## src/design/tafs_pkg.sv

```systemverilog
// ----------------------------------------------------------------------------
// tafs_pkg
// shared types and constants of the three-axis frame serializer
// ----------------------------------------------------------------------------
`default_nettype none

package tafs_pkg;

  localparam int unsigned AXIS_W   = 32;
  localparam int unsigned AXES     = 3;
  localparam int unsigned PROD_W   = 42;
  localparam int unsigned Q_SHIFT  = 16;
  localparam int unsigned BYTE_W   = 8;
  localparam int unsigned IDX_W    = 5;
  localparam int unsigned CFG_IDX_W  = 2;
  localparam int unsigned CFG_DATA_W = 8;

  localparam logic signed [PROD_W-1:0] MILLI_SCALE = PROD_W'(1000);
  localparam logic [PROD_W-1:0]        Q_BIAS      = PROD_W'(65535);

  localparam logic [BYTE_W-1:0] FRAME_HEAD  = 8'hAA;
  localparam logic [BYTE_W-1:0] PAYLOAD_LEN = 8'd12;

  localparam logic             CONVERT_RST = 1'b1;
  localparam logic [BYTE_W-1:0] DEST_RST   = 8'hFF;
  localparam logic [BYTE_W-1:0] ID_RST     = 8'hF1;

  // configuration register indexes
  localparam logic [CFG_IDX_W-1:0] REG_CONVERT = 2'd0;
  localparam logic [CFG_IDX_W-1:0] REG_DEST    = 2'd1;
  localparam logic [CFG_IDX_W-1:0] REG_ID      = 2'd2;

  // byte positions within a frame
  localparam logic [IDX_W-1:0] IDX_HEAD     = 5'd0;
  localparam logic [IDX_W-1:0] IDX_DEST     = 5'd1;
  localparam logic [IDX_W-1:0] IDX_ID       = 5'd2;
  localparam logic [IDX_W-1:0] IDX_LEN      = 5'd3;
  localparam logic [IDX_W-1:0] IDX_PAY_FIRST = 5'd4;
  localparam logic [IDX_W-1:0] IDX_PAY_LAST  = 5'd15;
  localparam logic [IDX_W-1:0] IDX_SUM      = 5'd16;
  localparam logic [IDX_W-1:0] IDX_ADD      = 5'd17;

  typedef struct packed {
    logic                                  conv;
    logic [AXES-1:0][PROD_W-1:0]           val;
  } tafs_item_t;

endpackage

`default_nettype wire

```

## src/design/tafs_scale.sv

```systemverilog
// ----------------------------------------------------------------------------
// tafs_scale
// input register and q16.16 to thousandths multiply stage
// ----------------------------------------------------------------------------
`default_nettype none

module tafs_scale (
  input  wire logic                                  clk,
  input  wire logic                                  rst_n,
  input  wire logic                                  in_valid,
  output      logic                                  in_ready,
  input  wire logic [tafs_pkg::AXES*tafs_pkg::AXIS_W-1:0] in_data,
  input  wire logic                                  convert,
  output      logic                                  out_valid,
  input  wire logic                                  out_ready,
  output      tafs_pkg::tafs_item_t                  out_item
);
  import tafs_pkg::*;

  logic                        a_valid_r;
  logic                        a_conv_r;
  logic [AXES*AXIS_W-1:0]      a_data_r;
  logic                        b_valid_r;
  tafs_item_t                  b_item_r;
  tafs_item_t                  b_item_nxt;
  logic                        a_to_b;
  logic                        a_load;
  logic signed [PROD_W-1:0]    ext;

  assign a_to_b   = a_valid_r && (!b_valid_r || out_ready);
  assign in_ready = !a_valid_r || a_to_b;
  assign a_load   = in_valid && in_ready;

  always_comb begin
    b_item_nxt.conv = a_conv_r;
    b_item_nxt.val  = '0;
    ext             = '0;
    for (int a = 0; a < AXES; a++) begin
      ext = $signed({{(PROD_W-AXIS_W){a_data_r[a*AXIS_W+AXIS_W-1]}},
                     a_data_r[a*AXIS_W +: AXIS_W]});
      b_item_nxt.val[a] = a_conv_r ? PROD_W'(ext * MILLI_SCALE) : ext;
    end
  end

  always_ff @(posedge clk) begin
    if (!rst_n) begin
      a_valid_r <= 1'b0;
      b_valid_r <= 1'b0;
    end else begin
      if (a_load) begin
        a_valid_r <= 1'b1;
      end else if (a_to_b) begin
        a_valid_r <= 1'b0;
      end
      if (a_to_b) begin
        b_valid_r <= 1'b1;
      end else if (out_ready) begin
        b_valid_r <= 1'b0;
      end
    end
  end

  always_ff @(posedge clk) begin
    if (a_load) begin
      a_data_r <= in_data;
      a_conv_r <= convert;
    end
    if (a_to_b) begin
      b_item_r <= b_item_nxt;
    end
  end

  assign out_valid = b_valid_r;
  assign out_item  = b_item_r;

endmodule

`default_nettype wire

```

## src/design/tafs_serial.sv

```systemverilog
// ----------------------------------------------------------------------------
// tafs_serial
// frame builder: byte output register with running sum and fletcher checks
// ----------------------------------------------------------------------------
`default_nettype none

module tafs_serial (
  input  wire logic                         clk,
  input  wire logic                         rst_n,
  input  wire logic                         in_valid,
  output      logic                         in_ready,
  input  wire tafs_pkg::tafs_item_t         in_item,
  input  wire logic [tafs_pkg::BYTE_W-1:0]  dest_address,
  input  wire logic [tafs_pkg::BYTE_W-1:0]  frame_id,
  output      logic                         out_valid,
  input  wire logic                         out_ready,
  output      logic [tafs_pkg::BYTE_W-1:0]  out_byte,
  output      logic                         out_last
);
  import tafs_pkg::*;

  localparam int unsigned PAY_BYTES = AXES * AXIS_W / BYTE_W;

  logic               valid_r, valid_nxt;
  logic               last_r, last_nxt;
  logic [BYTE_W-1:0]  byte_r, byte_nxt;
  logic [IDX_W-1:0]   idx_r, idx_nxt;
  logic [BYTE_W-1:0]  sum_r, sum_nxt;
  logic [BYTE_W-1:0]  add_r, add_nxt;
  logic [BYTE_W-1:0]  pay_r [PAY_BYTES];
  logic [BYTE_W-1:0]  pay_nxt [PAY_BYTES];
  logic [PROD_W-1:0]  biased;
  logic [AXIS_W-1:0]  word;
  logic               slot_free;
  logic               cont;
  logic               load;
  logic [3:0]         pidx;

  assign slot_free = !valid_r || out_ready;
  assign cont      = valid_r && !last_r;
  assign load      = slot_free && !cont && in_valid;
  assign in_ready  = slot_free && !cont;
  assign pidx      = 4'(idx_nxt - IDX_PAY_FIRST);

  // truncating divide by 65536 on load when convert is set, else low 32 bits pass
  always_comb begin
    biased = '0;
    word   = '0;
    for (int i = 0; i < PAY_BYTES; i++) pay_nxt[i] = pay_r[i];
    for (int a = 0; a < AXES; a++) begin
      biased = in_item.val[a] + (in_item.val[a][PROD_W-1] ? Q_BIAS : '0);
      word   = in_item.conv ? AXIS_W'($signed(biased) >>> Q_SHIFT)
                            : in_item.val[a][AXIS_W-1:0];
      for (int b = 0; b < AXIS_W/BYTE_W; b++) begin
        pay_nxt[a*(AXIS_W/BYTE_W)+b] = word[b*BYTE_W +: BYTE_W];
      end
    end
  end

  always_comb begin
    valid_nxt = valid_r;
    last_nxt  = last_r;
    byte_nxt  = byte_r;
    idx_nxt   = idx_r;
    sum_nxt   = sum_r;
    add_nxt   = add_r;
    if (slot_free) begin
      if (cont) begin
        idx_nxt = idx_r + 5'd1;
        case (idx_nxt)
          IDX_DEST: byte_nxt = dest_address;
          IDX_ID:   byte_nxt = frame_id;
          IDX_LEN:  byte_nxt = PAYLOAD_LEN;
          IDX_SUM:  byte_nxt = sum_r;
          IDX_ADD:  byte_nxt = add_r;
          default: begin
            if (idx_nxt inside {[IDX_PAY_FIRST:IDX_PAY_LAST]}) begin
              byte_nxt = pay_r[pidx];
            end else begin
              byte_nxt = '0;
            end
          end
        endcase
        if (idx_nxt < IDX_SUM) begin
          sum_nxt = sum_r + byte_nxt;
          add_nxt = add_r + sum_nxt;
        end
        last_nxt = (idx_nxt == IDX_ADD);
      end else if (load) begin
        valid_nxt = 1'b1;
        idx_nxt   = IDX_HEAD;
        byte_nxt  = FRAME_HEAD;
        sum_nxt   = FRAME_HEAD;
        add_nxt   = FRAME_HEAD;
        last_nxt  = 1'b0;
      end else begin
        valid_nxt = 1'b0;
      end
    end
  end

  always_ff @(posedge clk) begin
    if (!rst_n) begin
      valid_r <= 1'b0;
      last_r  <= 1'b0;
      idx_r   <= IDX_HEAD;
    end else begin
      valid_r <= valid_nxt;
      last_r  <= last_nxt;
      idx_r   <= idx_nxt;
    end
  end

  always_ff @(posedge clk) begin
    byte_r <= byte_nxt;
    sum_r  <= sum_nxt;
    add_r  <= add_nxt;
    if (load) begin
      for (int i = 0; i < PAY_BYTES; i++) pay_r[i] <= pay_nxt[i];
    end
  end

  assign out_valid = valid_r;
  assign out_byte  = byte_r;
  assign out_last  = last_r;

endmodule

`default_nettype wire

```

## src/design/three_axis_frame_serializer.sv

```systemverilog
// ----------------------------------------------------------------------------
// three_axis_frame_serializer
// packs three axis values into an 18-byte checked telemetry frame
// ----------------------------------------------------------------------------
// usage:
//   in_*  : one transfer carries x, y, z (32 bits each, x lowest in tdata)
//   out_* : one frame byte per transfer, tlast on the second check byte
//   cfg_* : convert flag, destination address and frame id, written at idle
// path: the input transfer loads the input register, then the item moves
//   to the multiply register, then the byte output register presents the
//   head byte
// flow: one byte per cycle at the output while out_tready is high; the
//   next item is taken in and scaled while a frame is still leaving,
//   so frames follow each other with no gap
// reset: synchronous, active low; clears the pipeline valids and restores
//   convert = 1, address = 0xff, id = 0xf1
// stall: a low out_tready holds the current byte; up to two items wait in
//   the input and multiply registers before in_tready drops
// ----------------------------------------------------------------------------
`default_nettype none

module three_axis_frame_serializer (
  input  wire logic                               clk,
  input  wire logic                               rst_n,
  input  wire logic                               in_tvalid,
  output      logic                               in_tready,
  // axis_x [31:0], axis_y [63:32], axis_z [95:64]
  input  wire logic [95:0]                        in_tdata,
  output      logic                               out_tvalid,
  input  wire logic                               out_tready,
  // frame_byte [7:0]
  output      logic [7:0]                         out_tdata,
  output      logic                               out_tlast,
  input  wire logic                               cfg_we,
  input  wire logic [tafs_pkg::CFG_IDX_W-1:0]     cfg_index,
  input  wire logic [tafs_pkg::CFG_DATA_W-1:0]    cfg_wdata
);
  import tafs_pkg::*;

  logic               convert_r;
  logic [BYTE_W-1:0]  dest_r;
  logic [BYTE_W-1:0]  id_r;
  logic               mid_valid;
  logic               mid_ready;
  tafs_item_t         mid_item;

  always_ff @(posedge clk) begin
    if (!rst_n) begin
      convert_r <= CONVERT_RST;
      dest_r    <= DEST_RST;
      id_r      <= ID_RST;
    end else if (cfg_we) begin
      case (cfg_index)
        REG_CONVERT: convert_r <= cfg_wdata[0];
        REG_DEST:    dest_r    <= cfg_wdata;
        REG_ID:      id_r      <= cfg_wdata;
        default: begin
        end
      endcase
    end
  end

  tafs_scale u_scale (
    .clk       (clk),
    .rst_n     (rst_n),
    .in_valid  (in_tvalid),
    .in_ready  (in_tready),
    .in_data   (in_tdata),
    .convert   (convert_r),
    .out_valid (mid_valid),
    .out_ready (mid_ready),
    .out_item  (mid_item)
  );

  tafs_serial u_serial (
    .clk          (clk),
    .rst_n        (rst_n),
    .in_valid     (mid_valid),
    .in_ready     (mid_ready),
    .in_item      (mid_item),
    .dest_address (dest_r),
    .frame_id     (id_r),
    .out_valid    (out_tvalid),
    .out_ready    (out_tready),
    .out_byte     (out_tdata),
    .out_last     (out_tlast)
  );

endmodule

`default_nettype wire

```

## config.mk

```make
export PLATFORM = sky130hd
export DESIGN_NAME = three_axis_frame_serializer
export DESIGN_NICKNAME = d
export VERILOG_FILES = /design/src/design/tafs_pkg.sv /design/src/design/tafs_scale.sv /design/src/design/tafs_serial.sv /design/src/design/three_axis_frame_serializer.sv
export SDC_FILE = /design/constraint.sdc
export NUM_CORES = 2
export LEC_CHECK = 0
export BUFFER_PORTS_ARGS = -buffer_cell sky130_fd_sc_hd__buf_2
export CORE_ASPECT_RATIO = 1.25
export CORE_MARGIN = 4
export CORE_UTILIZATION = 26
export CTS_CLUSTER_SIZE = 25
export DETAILED_ROUTE_END_ITERATION = 16
export SLEW_MARGIN = 20
export SYNTH_ARGS = -nofsm -noshare
export SYNTH_HDL_FRONTEND = slang
export SYNTH_SLANG_ARGS = --single-unit
```

## constraint.sdc

```tcl
create_clock -name clk -period 13.76 [get_ports clk]
set_input_delay 1.376 -clock clk [delete_from_list [all_inputs] [get_ports clk]]
set_output_delay 1.376 -clock clk [all_outputs]
set_load 0.02 [all_outputs]
```

* After elaboration in Yosys (flattened, before gate mapping)
Memories as Yosys holds them, arrays and structs flattened. Index checks and enable logic that the tools add are counted.
Operators by class: add/sub/neg operators 7, multiply operators 3, $lt $le $gt $ge 3, equality and inequality tests 8, multiplexer cells 30, bitwise gates (word level) 1, reductions and logical operators 24
Operator list (count):
- $add 42x42->42 | 3
- $mux 42 | 3
- $mul 32x8->39 const B | 3
- $mux 32 | 3
- $mux 8 | 9
- $mux 16 | 3
- $pmux 8 s5 | 1
- $add 8x8->8 | 2
- $mux 5 | 3
- $eq 5x2->1 const B | 2
- $eq 5x5->1 const B | 2
- $reduce_and 2->1 | 5
- $mux 1 | 8
- $logic_and 1x1->1 | 6
- $reduce_bool 2->1 | 3
- $add 5x1->5 const B | 1
- $eq 5x1->1 const B | 1
- $ge 5x3->1 const B | 1
- $le 5x4->1 const B | 1
- $logic_not 1->1 | 5
- $lt 5x5->1 const B | 1
- $sub 4x3->4 const B | 1
- $logic_or 1x1->1 | 3
- $reduce_and 3->1 | 1
- other kinds (5) | 5
Storage, ports and cells: register bits 274, RAM bits 96, bits of input ports 111, output and inout port bits 11, logic and storage cells 97, memories kept 1
Memory list:
- u_serial.pay_r | words 12, bits a word 8, rd ports 1, clocked after Yosys merged registers in 0, wr ports 12, line tafs_serial.sv:30 | logic [BYTE_W-1:0] pay_r [PAY_BYTES];

* Longest topological paths before layout
An unclocked memory read counts as a cell.
word-level depth 18, gate-level depth with buffers 26, gate-level depth less buffers 23

* Hierarchy
Synthesis repeated with hierarchy kept, for this count alone.
Unflattened totals: cells, all modules 3943, area, all modules 37415.9 um^2
By module, submodules not included:
- tafs_scale | times used 1, cells each 2803, area each 27174.8 um^2, sequential area each 6766.5 um^2
- tafs_serial | times used 1, cells each 1069, area each 9514.1 um^2, sequential area each 3743.6 um^2
- three_axis_frame_serializer | times used 1, cells each 71, area each 726.9 um^2, sequential area each 340.3 um^2

* Worst setup path before layout
Ideal clock, no wire load.
path kind input port to flip-flop, start in out_tready, end reg u_scale.b_item_r, in the netlist u_scale.out_item[0], enable pin, setup time 0.806 ns, data arrival time 10.861 ns, data required time 12.954 ns, setup slack 2.093 ns, cell stages on the path 3, path buffers 1, cell sequence buf_2 > a21oi_1 > a21boi_0
On the way: word-level cells in the longest chain between the ends 4
RTL lines:
- start: declaration | line three_axis_frame_serializer.sv:30 | input wire logic out_tready,
- $logic_or 1x1->1 | line tafs_serial.sv:39 | assign slot_free = !valid_r || out_ready;
- $logic_and 1x1->1 | line tafs_serial.sv:42 | assign in_ready = slot_free && !cont;
- $logic_or 1x1->1 | line tafs_scale.sv:30 | assign a_to_b = a_valid_r && (!b_valid_r || out_ready);
- $logic_and 1x1->1 | line tafs_scale.sv:30
- net u_scale.a_to_b | line tafs_scale.sv:26 | logic a_to_b;
- end signal: assignment | line tafs_scale.sv:69 | b_item_r <= b_item_nxt;
- end: declaration | line tafs_scale.sv:24 | tafs_item_t b_item_r;
The timed path passes the listed nets, and every way through them passes these cells. A chain may end at the register's enable or synchronous reset.

==> results.json <==
{
  "status": "finished, final reports clean",
  "crit_start": "u_scale.a_data_r[8]",
  "grt_pass1_vias": 25749,
  "die_area_um2": 146000,
  "cts_resized": 0,
  "fill_cells": 14307,
  "clk_path_buf_depth": 3,
  "setup-tns-final_ps": 0,
  "slew_violations": 0,
  "grt_max_degree": 123,
  "powerDensity_nw_per_um2": 207,
  "synth-simple-area-share": 0.0851,
  "io_pins": 122,
  "rrSetupSlack_ps": 8050,
  "slew_headroom": 0.329,
  "clockRootBuffer": "clkbuf_16",
  "avgSynthCellArea_um2": 10.1,
  "die_y_um": 426,
  "drive_gt1_frac": 0.0794,
  "rsz0062_at_grt": "false",
  "initial_core_util": 0.263,
  "synth_compound_area_frac": 0.104,
  "synth-edff-count": 344,
  "min_period_ps": 5710,
  "crit_fanout": 5,
  "arrival_ps": 6040,
  "setup_viol": 0,
  "max-vdd-ir-drop_uv": 102,
  "worstSetupStartpointType": "register",
  "vias_per_cell": 4.39,
  "dp_hpwl_um": 66800,
  "clk_latency_ps": 600,
  "numCtsBuffers": 43,
  "place.gp.congestion": 0.873,
  "grt_pass1_wl_um": 135000,
  "final_cell_mix": "inv_1, ha_1, fa_1",
  "drt-pass1-iter-count": 5,
  "critPathRequiredTime_ps": 14090,
  "critPathKind": "register to register",
  "vias": 24552,
  "avgRoutedWirePerCell_um": 14.9,
  "antenna_found_initial": 23,
  "synth_mux_area_frac": 0.0275,
  "drc_errors": 0,
  "core_um2": 138000,
  "grt.total_usage": 0.115,
  "place_ws_ps": 7460,
  "cp-end-kind": "register",
  "async_flop_share": 0,
  "dieWidth_um": 342,
  "tritoncts": "yes",
  "ctsHoldBuffers": 0,
  "crit_path_cell_trace": "inv_1 -> fa_1 -> fa_1 -> inv_1 -> fa_1 -> inv_1 -> fa_1 -> inv_1 -> ha_1 -> a211oi_1 -> o211ai_2 -> a41oi_4 -> nor2b_4 -> a311oi_2 -> o41ai_4 -> a211oi_1 -> nor4_1 -> or3_1",
  "fin_ws_ps": 8050,
  "slowest_delay_ps": 540,
  "finalWirelength_um": 83200,
  "yosysWarnings": 0,
  "syn_nets": 4465,
  "grt_overflow": 0,
  "reg2reg_from": "u_scale.a_data_r[8]",
  "crit_end": "u_scale.out_item[39]",
  "synth-seq-cells": 370,
  "fin_skew_ps": 26.2,
  "netlist_area_um2": 36300,
  "hold_path_startpoint": "convert_r",
  "h-tree-depth": 2,
  "worst_pin_slew_ps": 1010,
  "max_freq_mhz": 175,
  "postCtsSetupBuffers": 0,
  "synth_fa_ha_area_frac": 0.338,
  "synth_top_family_by_area": "adder cells",
  "fin_nets": 4564,
  "port_buffers": 121,
  "synth_cell_types": 86,
  "period_share": 0.415,
  "ys_seq_area_frac": 0.299,
  "hold_class": "register to register",
  "drv_cap": 0,
  "synth_flop_cell": "edfxtp_1",
  "clock_sinks": 370,
  "area_growth_pct": 12.0,
  "slowest_stage": "fa_1",
  "clk_pin_slew_ps": 70,
  "drt_first_iter_violations": 1314,
  "hold_viol": 0,
  "cellLeakagePower_uw": 0.0188,
  "yosys.area_share.xor_xnor": 0.0413,
  "postRouteAntennaNets": 0,
  "layout_commonest_cell": "inv_1",
  "rr_worst_depth": 18,
  "synth_cells": 3595,
  "rows": 152,
  "rr_endpoint": "u_scale.out_item[39]"
}
[area by class of cell]
| type | instances | area (um^2) | share of cell area |
|---|---|---|---|
| clock inverter | 28 | 372 | 0.00915 |
| antenna | 10 | 25.0 | 0.000616 |
| inverter | 921 | 3460 | 0.0851 |
| sequential | 370 | 10900 | 0.267 |
| timing repair buffer | 137 | 778 | 0.0192 |
| tap | 1848 | 2310 | 0.0569 |
| multi-input combinational | 2221 | 21700 | 0.533 |
| clock buffer | 52 | 1160 | 0.0285 |
[where the power goes]
group,switching [uW],leakage (uW),internal (uW)
Sequential,237,0.00344,1690
Combinational,2950,0.0146,2280
Clock,523,0.000751,744
Total,3710,0.0188,4710
[per-layer routing]
| metal | wire, um | vias to the layer above | global-route usage |
|---|---|---|---|
| met2 | 43900 | 367 | 0.217 |
| met3 | 2670 | 184 | 0.0157 |
| met5 | 55 | - | 0 |
| li1 | - | 12024 | - |
| met1 | 32800 | 11969 | 0.130 |
| met4 | 3740 | 8 | 0.0490 |
[critical path: cells and delay by family (launching register included)]
| family | cells | cell delay, ps |
|---|---|---|
| AND/OR/NAND/NOR | 3 | 540 |
| AO/OA/AOI/OAI | 6 | 1720 |
| flip-flops | 1 | 480 |
| adder cells (fa/ha/maj) | 5 | 2310 |
| buffers and inverters | 4 | 390 |
[state kept, by name, indices dropped and copies added (netlist names), 5 cells and up]
register and cells:
u_scale.a_data_r 96, u_serial.sum_r 8, u_serial.pay_r 96, u_scale.out_item 127, dest_r 8, u_serial.out_byte 8, u_serial.idx_r 5, id_r 8
u_serial.add_r 8
[worst min path at each step]
stage                             endpoint  slack, ps  cells after the start
after floorplan           u_scale.a_conv_r        410                      0
final                     u_scale.a_conv_r        460                      0
after CTS                 u_scale.a_conv_r        460                      0
after detailed placement  u_scale.a_conv_r        430                      0
after global routing      u_scale.a_conv_r        470                      0
after global placement    u_scale.a_conv_r        420                      0
[metrics by stage]
stage          hold slack (ps)  std cells  total power, uW  cell area (um^2)   util
6_report                   455       5587             8420             40600  0.295
5_1_grt                    468       5586             9260             40600  0.295
4_1_cts                    459       5575             8500             40500  0.294
3_5_place_dp               433       5495             7150             39000  0.283
3_3_place_gp               418       5495             7100             39000  0.283
2_1_floorplan              408       3595             5980             36300      -
[kinds of logic (layout without fill, tap and decap cells)]
kind of cell | after synthesis | in the layout
compound gates | 588 | 588
other cells | 0 | 10
xor+xnor | 171 | 171
fa+ha+maj | 759 | 759
mux | 67 | 67
buf+inv | 1004 | 1138
flops | 370 | 370
simple gates | 636 | 636
[Yosys cell counts, drive strengths merged (20+ instances only)]
master | count | area share
fa | 369 | 0.20
ha | 390 | 0.13
a211oi | 23 | 0.0050
xor2 | 53 | 0.013
a31oi | 23 | 0.0040
a21oi | 186 | 0.026
nand4 | 30 | 0.0052
clkbuf | 64 | 0.0066
mux2 | 20 | 0.0062
dfxtp | 26 | 0.014
xnor2 | 118 | 0.028
a21o | 78 | 0.016
edfxtp | 344 | 0.28
mux2i | 23 | 0.0063
inv | 920 | 0.095
and3 | 22 | 0.0038
nand3 | 76 | 0.010
o21bai | 20 | 0.0041
nor2b | 25 | 0.0045
o21ai | 132 | 0.018
mux4 | 24 | 0.015
nor3 | 29 | 0.0040
and2 | 20 | 0.0035
nor2 | 151 | 0.016
nand2 | 193 | 0.020
No activity file was read; power rests on OpenSTA's default activity.
